File: src/rtl/lzw_pc_ram.sv
// Generic simple dual-port RAM with registered read.
`timescale 1ns / 1ps
`default_nettype none

module lzw_pc_ram #(
  parameter int WIDTH = 8,
  parameter int DEPTH = 16
) (
  input  wire logic                     clk,
  input  wire logic                     wr_en,
  input  wire logic [$clog2(DEPTH)-1:0] wr_addr,
  input  wire logic [WIDTH-1:0]         wr_data,
  input  wire logic                     rd_en,
  input  wire logic [$clog2(DEPTH)-1:0] rd_addr,
  output logic      [WIDTH-1:0]         rd_data
);

  logic [WIDTH-1:0] mem [DEPTH];

  // Write port
  always_ff @(posedge clk) begin
    if (wr_en) begin
      mem[wr_addr] <= wr_data;
    end
  end

  // Registered read port
  always_ff @(posedge clk) begin
    if (rd_en) begin
      rd_data <= mem[rd_addr];
    end
  end

endmodule

`default_nettype wire

File: config.mk
export PLATFORM = sky130hd
export DESIGN_NAME = lzw_pc_ram
export DESIGN_NICKNAME = d
export VERILOG_FILES = /design/src/rtl/lzw_pc_ram.sv
export SDC_FILE = /design/constraint.sdc
export NUM_CORES = 1
export LEC_CHECK = 0
export BUFFER_PORTS_ARGS = -buffer_cell sky130_fd_sc_hd__buf_4
export CELL_PAD_IN_SITES_DETAIL_PLACEMENT = 1
export CELL_PAD_IN_SITES_GLOBAL_PLACEMENT = 1
export CORE_MARGIN = 5
export CORE_UTILIZATION = 53
export DETAILED_ROUTE_END_ITERATION = 12
export PLACE_DENSITY_LB_ADDON = 0.1
export SYNTH_ARGS = -nofsm -noshare
export SYNTH_HDL_FRONTEND = slang
export SYNTH_SLANG_ARGS = --single-unit
File: constraint.sdc
create_clock -name clk -period 1.89 [get_ports clk]
set_input_delay 0.0945 -clock clk [delete_from_list [all_inputs] [get_ports clk]]
set_output_delay 0.0945 -clock clk [all_outputs]
set_load 0.005 [all_outputs]
== After elaboration in Yosys (flattened, before gate mapping) ==
Memory sizes are Yosys's and may differ from the RTL's. A register that Yosys moved wholly into a read port is not among the register bits.
Index checks and enable logic that the tools add are counted.
Cells by class
  multiplexer cells: 2
Operators by type and width (count)
  $mux 1: 2
Word-level totals
  flip-flop bits (word level): 0
  RAM bits: 128
  logic and storage cells: 3
  memories: 1
Memories
  mem: words 16, bits a word 8, read ports 1, clocked after memory_dff 1, wr ports 1, RTL line 18  | logic [WIDTH-1:0] mem [DEPTH];

== Depth between registers and ports, before layout ==
Gate-level depths: netlist (run 1).
  word-level depth: 2
  gate-level depth with buffers: 5
  mapped depth without buffers: 3

== Worst setup path before layout (run 1) ==
No wires, ideal clock.
  kind: input-to-reg
  start: input port wr_addr[2]
  end: memory mem[0][0], enable pin
  arrival: 1.204 ns
  data required time: 1.507 ns
  setup slack: 0.303 ns
  stages on the path: 2
  path buffers: 0
  cells stage by stage: or3b_2 -> nor3_1
RTL lines
  start, declared: RTL line 11  | input wire logic [$clog2(DEPTH)-1:0] wr_addr,
  end, declared: RTL line 18
Straight into the memory's write port.

==> impl_metrics.csv, run 1 <==
group,metric,value,unit
placed_design,placedCellCount,399,
die,die_x,109,um
clock_tree,post_cts_buffers,0,
critical_path,cp.arrival,1.77,ns
grt,grt_overflow_total,0,
grt,first_global_vias,2720,
logic_synthesis,synth_ff_type,"edfxtp_1",
cells_and_area,nets,315,
cells_and_area,syn2layout_area_growth,21.4,%
logic_synthesis,synth.most_common_cell,"edfxtp_1",
grt,grt_use_met2,0.329,
clock_tree,cts_num_sinks,136,
cells_and_area,final_cell_count_no_fill,442,
logic_synthesis,synth_cell_type_count,18,
logic_synthesis,yosys-top-cells-area,"edfxtp_1, mux4_2, mux4_1",
critical_path,path_max_fanout,1,
clock_tree,clkLatencyLatePin,0.52,ns
cells_and_area,multiInputGateArea,0.00106,mm2
timing,max_slew_margin,0.695,
clock_tree,cts_tree,"built",
timing,finalCritPeriodShare,0.798,
hold_path,hp-class,"input port to flop",
timing,hold_viol_final,0,
grt,antenna_found_initial,0,
die,initial_core_util,0.540,
clock_tree,ctsLongestPathBuffers,2,
logic_synthesis,async_flop_share,0,
critical_path,worst_setup_path_start_kind,"flop",
hold_path,whs_path_depth,3,
logic_synthesis,ys_top_cells_by_count,"edfxtp_1, mux4_2, a22oi_1, mux4_1, nor2_1",
power,peakVddDrop,589,uV
die,die_area,0.0119,mm2
timing,clock_skew,0.00812,ns
grt,top_usage_layer,"met2",
clock_tree,clock-root-buffer,"clkbuf_8",
route,dr.pass1.iters,4,
route,dr_total_vias,2545,
timing,post-route-min-period,1.51,ns
grt,grt_pass1_wl,17.1,mm
cells_and_area,nFillCells,786,
logic_synthesis,syn_area_per_cell,22.8,um2
timing,setup_viol,0,
critical_path,r2r_slack,0.38,ns
power,leakage,2.16,nW
cells_and_area,drive_above_1_share,0.307,
critical_path,ff2ff_path_depth,3,
critical_path,crit_required,2.15,ns
logic_synthesis,netlist_instances,229,
clock_tree,path_clk_slew,0.06,ns
timing,slew_viol_final,0,
route,drcViolationCount,0,
timing,fmax,0.663,GHz
grt,track_usage,0.210,
critical_path,worstSetupPathType,"flop to flop",
logic_synthesis,synth.largest_area_cell,"edfxtp_1",
cells_and_area,diodes,0,
die,core,0.00968,mm2
power,power_density,1080,mW/mm2
run_status,run_status,"finished, final reports clean",
placed_design,portBuffers,26,
grt,grt_max_degree,32,
logic_synthesis,seq_area_frac_synth,0.781,
cells_and_area,seq_area,0.00408,mm2
die,io_pins,27,
logic_synthesis,synth_area,0.00523,mm2
clock_tree,cts_max_level,4,
grt,grt_use_met3,0.0528,
critical_path,end_kind,"flop",
run,cap_violations,0,
logic_synthesis,yosys_register_bits,136,
logic_synthesis,synth_edf_count,136,
route,first_iter_violations,245,
route,avgRoutedWirePerCell,25.5,um
route,drtAntennaViolNets,0,
grt,grt.met1_usage,0.293,
timing,tns,0,ns
timing,tightest_slew,0.457,ns
die,fp.dieH,109,um
placed_design,place.gp.congestion,0.729,
logic_synthesis,syn-num-nets,248,
logic_synthesis,yosys_warnings,0,
timing,grt_setup_unrepaired,"false",
route,via_per_inst,5.76,
die,rows,36,
clock_tree,cts_buffers,17,
route,wl,11.3,mm
logic_synthesis,synth_top_area_frac,0.781,
placed_design,dp_hpwl,7.05,mm
-- cell type report --
cell class                      count  area share
Sequential cell                   136       0.643
Multi-Input combinational cell     83       0.167
Timing Repair Buffer               58      0.0769
Clock buffer                       18      0.0658
Tap cell                          133      0.0262
Clock inverter                     14      0.0211
-- repair_timing --
action                    CTS  global route
hold buffers               11             0
hold endpoints to repair  137             0
gates resized for setup     0             0
-- per-stage QoR --
| stage | instance area (um2) | utilization | total power, mW | setup WS (ns) | hold slack [ns] |
|---|---|---|---|---|---|
| floorplan | 5230 | - | 3.65 | 0.303 | 0.193 |
| global placement | 5690 | 0.587 | 3.81 | 0.204 | 0.398 |
| detailed placement | 5690 | 0.587 | 3.82 | 0.178 | 0.411 |
| CTS | 6350 | 0.655 | 6.88 | 0.386 | 0.0728 |
| global route | 6350 | 0.655 | 7.07 | 0.310 | 0.0971 |
| finish | 6350 | 0.655 | 6.83 | 0.381 | 0.0902 |
-- layer usage --
metal	share of wire	up-vias	wire (um)
met5	0	-	0
met4	0.013	0	142
met3	0.065	13	734
met2	0.50	109	5600
met1	0.42	1309	4780
li1	-	1114	-
-- power breakdown --
| group | switching (mW) | leakage (nW) | internal (mW) |
|---|---|---|---|
| Clock | 1.20 | 0.257 | 1.85 |
| Combinational | 0.187 | 0.664 | 0.168 |
| Sequential | 0.0205 | 1.24 | 3.40 |
-- worst paths after layout --
| check | startpoint | to |
|---|---|---|
| worst max-delay path | mem[3][4] | rd_data[4] |
| worst min-delay path | wr_addr[3] | mem[1][0] |
| worst max register to register | mem[3][4] | rd_data[4] |
| worst min register to register | mem[13][4] | rd_data[4] |
-- kinds of logic (layout without fill, tap and decap cells) --
group           count (synthesis)  count (layout)  synth area share
buf+inv                        10              90            0.0165
compound gates                 16              16            0.0230
flops                         136             136             0.781
simple gates                   35              35            0.0314
mux                            32              32             0.148
-- registers in the layout, summed over array words and instances (netlist names) --
register / count
mem: 128
rd_data: 8
-- cells in the final DEF (no fill, tap or decap) --
cell type	n
edfxtp_1	136
buf_4	45
mux4_2	18
a22oi_1	16
clkbuf_16	16
mux4_1	14
nor2_1	13
dlygate4sd3_1	11
nand2_1	9
clkinvlp_4	5
nor3_1	4
clkinv_2	4
nand3b_1	2
nand2b_1	2
clkinv_1	2
bufinv_16	2
buf_12	2
nor2b_1	1
and2_1	1
and2b_1	1
nand3_1	1
or3b_2	1
clkbuf_8	1
clkbuf_1	1
clkinv_4	1
-- worst max-delay path, cell delays in order (launching register included) --
cell,delay [ns]
edfxtp_1,0.37
mux4_2,0.47
a22oi_1,0.33
nand2_1,0.09
Power figures use the tool's default switching activity.
==> run 2, diff against run 1 <==
--- a/config.mk
+++ b/config.mk
@@ -5,11 +5,12 @@
 export SDC_FILE = /design/constraint.sdc
 export NUM_CORES = 1
 export LEC_CHECK = 0
+export ABC_AREA = 1
 export BUFFER_PORTS_ARGS = -buffer_cell sky130_fd_sc_hd__buf_4
 export CELL_PAD_IN_SITES_DETAIL_PLACEMENT = 1
 export CELL_PAD_IN_SITES_GLOBAL_PLACEMENT = 1
 export CORE_MARGIN = 5
-export CORE_UTILIZATION = 53
+export CORE_UTILIZATION = 44
 export DETAILED_ROUTE_END_ITERATION = 12
 export PLACE_DENSITY_LB_ADDON = 0.1
 export SYNTH_ARGS = -nofsm -noshare
==> constraint.sdc (replaced) <==
create_clock -name clk -period 1.25 [get_ports clk]
set_input_delay 0.0625 -clock clk [delete_from_list [all_inputs] [get_ports clk]]
set_output_delay 0.0625 -clock clk [all_outputs]
set_load 0.005 [all_outputs]
==> run 2 against run 1 <==
Effect of this change:
- flip-flop and latch count unchanged
- wire length is 35% higher
- sequential power grew 51%
- clock power rose by 47%
- combinational power grew 100%
- global-route usage is 0.59 points lower
==> impl_metrics.csv, run 2 <==
group,metric,value,unit
timing,slew_viol_final,0,
power,seqPwrFrac,0.499,
hold_path,whs_path_depth,1,
die,fp.dieH,125,um
power,combPwrFrac,0.069,
route,avgRoutedWirePerCell,19.1,um
logic_synthesis,synth_ff_type,"edfxtp_1",
clock_tree,cts_buffers,17,
die,rows,42,
route,first_iter_violations,375,
timing,fin_ws,0.0677,ns
critical_path,end_kind,"flop",
cells_and_area,nFillCells,1448,
logic_synthesis,async_flop_share,0,
clock_tree,ctsResizeCount,0,
critical_path,worst_setup_path_start_kind,"flop",
critical_path,critPathSlowestCell,"edfxtp_1",
run,cap_violations,0,
die,initial_core_util,0.445,
critical_path,cp_slowest_stage_delay,0.38,ns
route,via_per_inst,4.95,
critical_path,ff2ff_path_depth,6,
placed_design,dp_hpwl,9.61,mm
cells_and_area,regMostFlops,"mem",
grt,grt_overflow_total,0,
timing,finalCritPeriodShare,0.946,
timing,hold_viol_final,0,
clock_tree,cts_max_level,4,
grt,antenna_found_initial,0,
cells_and_area,final_cell_mix,"nand2_1, edfxtp_1, inv_1",
logic_synthesis,seq_area_frac_synth,0.698,
grt,track_usage,0.204,
power,clkPwrFrac,0.432,
route,drcViolationCount,0,
clock_tree,clock-root-buffer,"clkbuf_16",
hold_path,hp-class,"input port to flop",
placed_design,placed_area,0.00636,mm2
critical_path,worstSetupPathType,"flop to flop",
logic_synthesis,synth_area,0.00585,mm2
timing,clock_skew,0.00699,ns
cells_and_area,drive_above_1_share,0.134,
critical_path,path_max_fanout,1,
logic_synthesis,synth.largest_area_cell,"edfxtp_1",
grt,grt_max_degree,44,
placed_design,post-place-ws,-0.121,ns
logic_synthesis,yosys-top-cells-area,"edfxtp_1, nand2_1, nand3_1",
power,leakage,3.00,nW
clock_tree,cts_tree,"built",
critical_path,rr_startpoint,"mem[0][1]",
logic_synthesis,synth_cell_type_count,11,
logic_synthesis,synth_edf_count,136,
critical_path,crit_start,"mem[0][1]",
logic_synthesis,ys_top_cells_by_count,"nand2_1, edfxtp_1, inv_1, nand3_1, nor2_1",
run_status,run_status,"finished, final reports clean",
route,dr.pass1.iters,4,
timing,max_slew_margin,0.584,
critical_path,cp.arrival,1.35,ns
power,sw_frac_of_total,0.223,
cells_and_area,syn2layout_area_growth,18.4,%
timing,setup_viol,0,
critical_path,r2r_slack,0.07,ns
logic_synthesis,synth_top_area_frac,0.698,
logic_synthesis,synth.most_common_cell,"nand2_1",
timing,fmax,0.846,GHz
grt,grt_pass1_wl,23.9,mm
power,p_int,8.05,mW
timing,tns,0,ns
die,core,0.0131,mm2
route,wl,15.2,mm
logic_synthesis,syn-num-nets,570,
logic_synthesis,yosys_warnings,0,
power,power_density,1500,mW/mm2
placed_design,portBuffers,26,
hold_path,holdPathEnd,"mem[0][6]",
clock_tree,path_clk_slew,0.06,ns
logic_synthesis,netlist_instances,551,
logic_synthesis,yosys_register_bits,136,
hold_path,hold_start,"wr_data[6]",
route,drtAntennaViolNets,0,
power,p_sw,2.31,mW
route,dr_total_vias,3930,
die,die_area,0.0157,mm2
die,die_x,125,um
clock_tree,post_cts_buffers,0,
power,finalPower,10.4,mW
cells_and_area,final_common_cell,"nand2_1",
timing,grt_setup_unrepaired,"false",
cells_and_area,stdcell_area,0.00692,mm2
critical_path,crit_path_frequent_cell,"nand3_1",
critical_path,rr_endpoint,"rd_data[1]",
die,io_pins,27,
clock_tree,ctsLongestPathBuffers,2,
clock_tree,cts_num_sinks,136,
cells_and_area,top_regs,"mem x128, rd_data x8",
placed_design,place.gp.congestion,0.825,
timing,post-route-min-period,1.18,ns
cells_and_area,diodes,0,
logic_synthesis,syn_area_per_cell,10.6,um2
critical_path,crit_chain,"inv_1 > nand2_1 > nand3_1 > nand3_1 > nand3_1 > nand2_1",
clock_tree,clkLatencyLatePin,0.42,ns
power,peakVddDrop,859,uV
cells_and_area,largest_reg_flops,128,
grt,first_global_vias,4159,
cells_and_area,nets,624,
timing,tightest_slew,0.623,ns
critical_path,crit_required,1.42,ns
run 2: cell types whose count changed in the layout (fill, tap and decap cells not counted), moves of 4 or more:
cell / delta
inv_1: +100
nor2_1: +4
nor3_1: -4
dlygate4sd3_1: -7
nand2_1: +164
mux4_1: -14
nand3_1: +96
a22oi_1: -16
buf_4: +6
clkinvlp_4: -4
mux4_2: -18
run 2: layout make-up:
type,instances,area [um2],share of cell area
Clock buffer,19,433,0.0625
Clock inverter,13,87.6,0.0126
Inverter,102,383,0.0553
Multi-Input combinational cell,289,1210,0.175
Sequential cell,136,4080,0.590
Tap cell,176,220,0.0318
Timing Repair Buffer,59,503,0.0726
run 2: what timing repair did:
action                                  CTS  global route
hold buffers                              4             0
endpoints found under the hold margin    54             0
endpoints found under the setup margin    0             0
run 2: logic make-up (layout without fill, tap and decap cells):
logic type | count (synthesis) | count (layout) | share of synthesized area
AND/OR/NAND/NOR | 289 | 289 | 0.208
buffers and inverters | 126 | 193 | 0.0939
flip-flops | 136 | 136 | 0.698
run 2: metal layers:
layer  share of wire  track usage  vias up
met1            0.44        0.265     1933
met2            0.50        0.339       87
met4           0.016       0.0708        0
met3           0.040       0.0465       19
li1                -            -     1891
met5               0            0        -
run 2: metrics by stage:
step	instances	hold slack [ns]	utilization
final	794	0.00899	0.527
after global routing	794	0.00685	0.527
after CTS	794	0.00401	0.527
after detailed placement	758	0.388	0.484
after global placement	758	0.383	0.484
after floorplan	551	0.161	-
run 2: worst max path at each step:
| stage | to | slack [ns] | cells past startpoint |
|---|---|---|---|
| 5_1_grt | rd_data[5] | 0.008 | 6 |
| 6_report | rd_data[1] | 0.07 | 6 |
| 2_1_floorplan | mem[10][0] | 0.24 | 2 |
| 4_1_cts | rd_data[5] | 0.04 | 6 |
| 3_3_place_gp | rd_data[5] | -0.11 | 9 |
| 3_5_place_dp | rd_data[5] | -0.12 | 9 |
run 2: worst max-delay path, delay by kind of cell, from the launching register on:
family        cells  cell delay, ns
flops             1            0.38
buf+inv           1            0.07
simple gates      5            0.47
run 2: power groups by stage:
| stage | clock network (mW) | registers [mW] | logic, mW |
|---|---|---|---|
| 6_report | 4.48 | 5.17 | 0.712 |
| 3_5_place_dp | 0 | 5.27 | 0.708 |
| 5_1_grt | 4.81 | 5.18 | 0.785 |
| 3_3_place_gp | 0 | 5.26 | 0.697 |
| 2_1_floorplan | 0 | 5.26 | 0.360 |
| 4_1_cts | 4.55 | 5.17 | 0.723 |
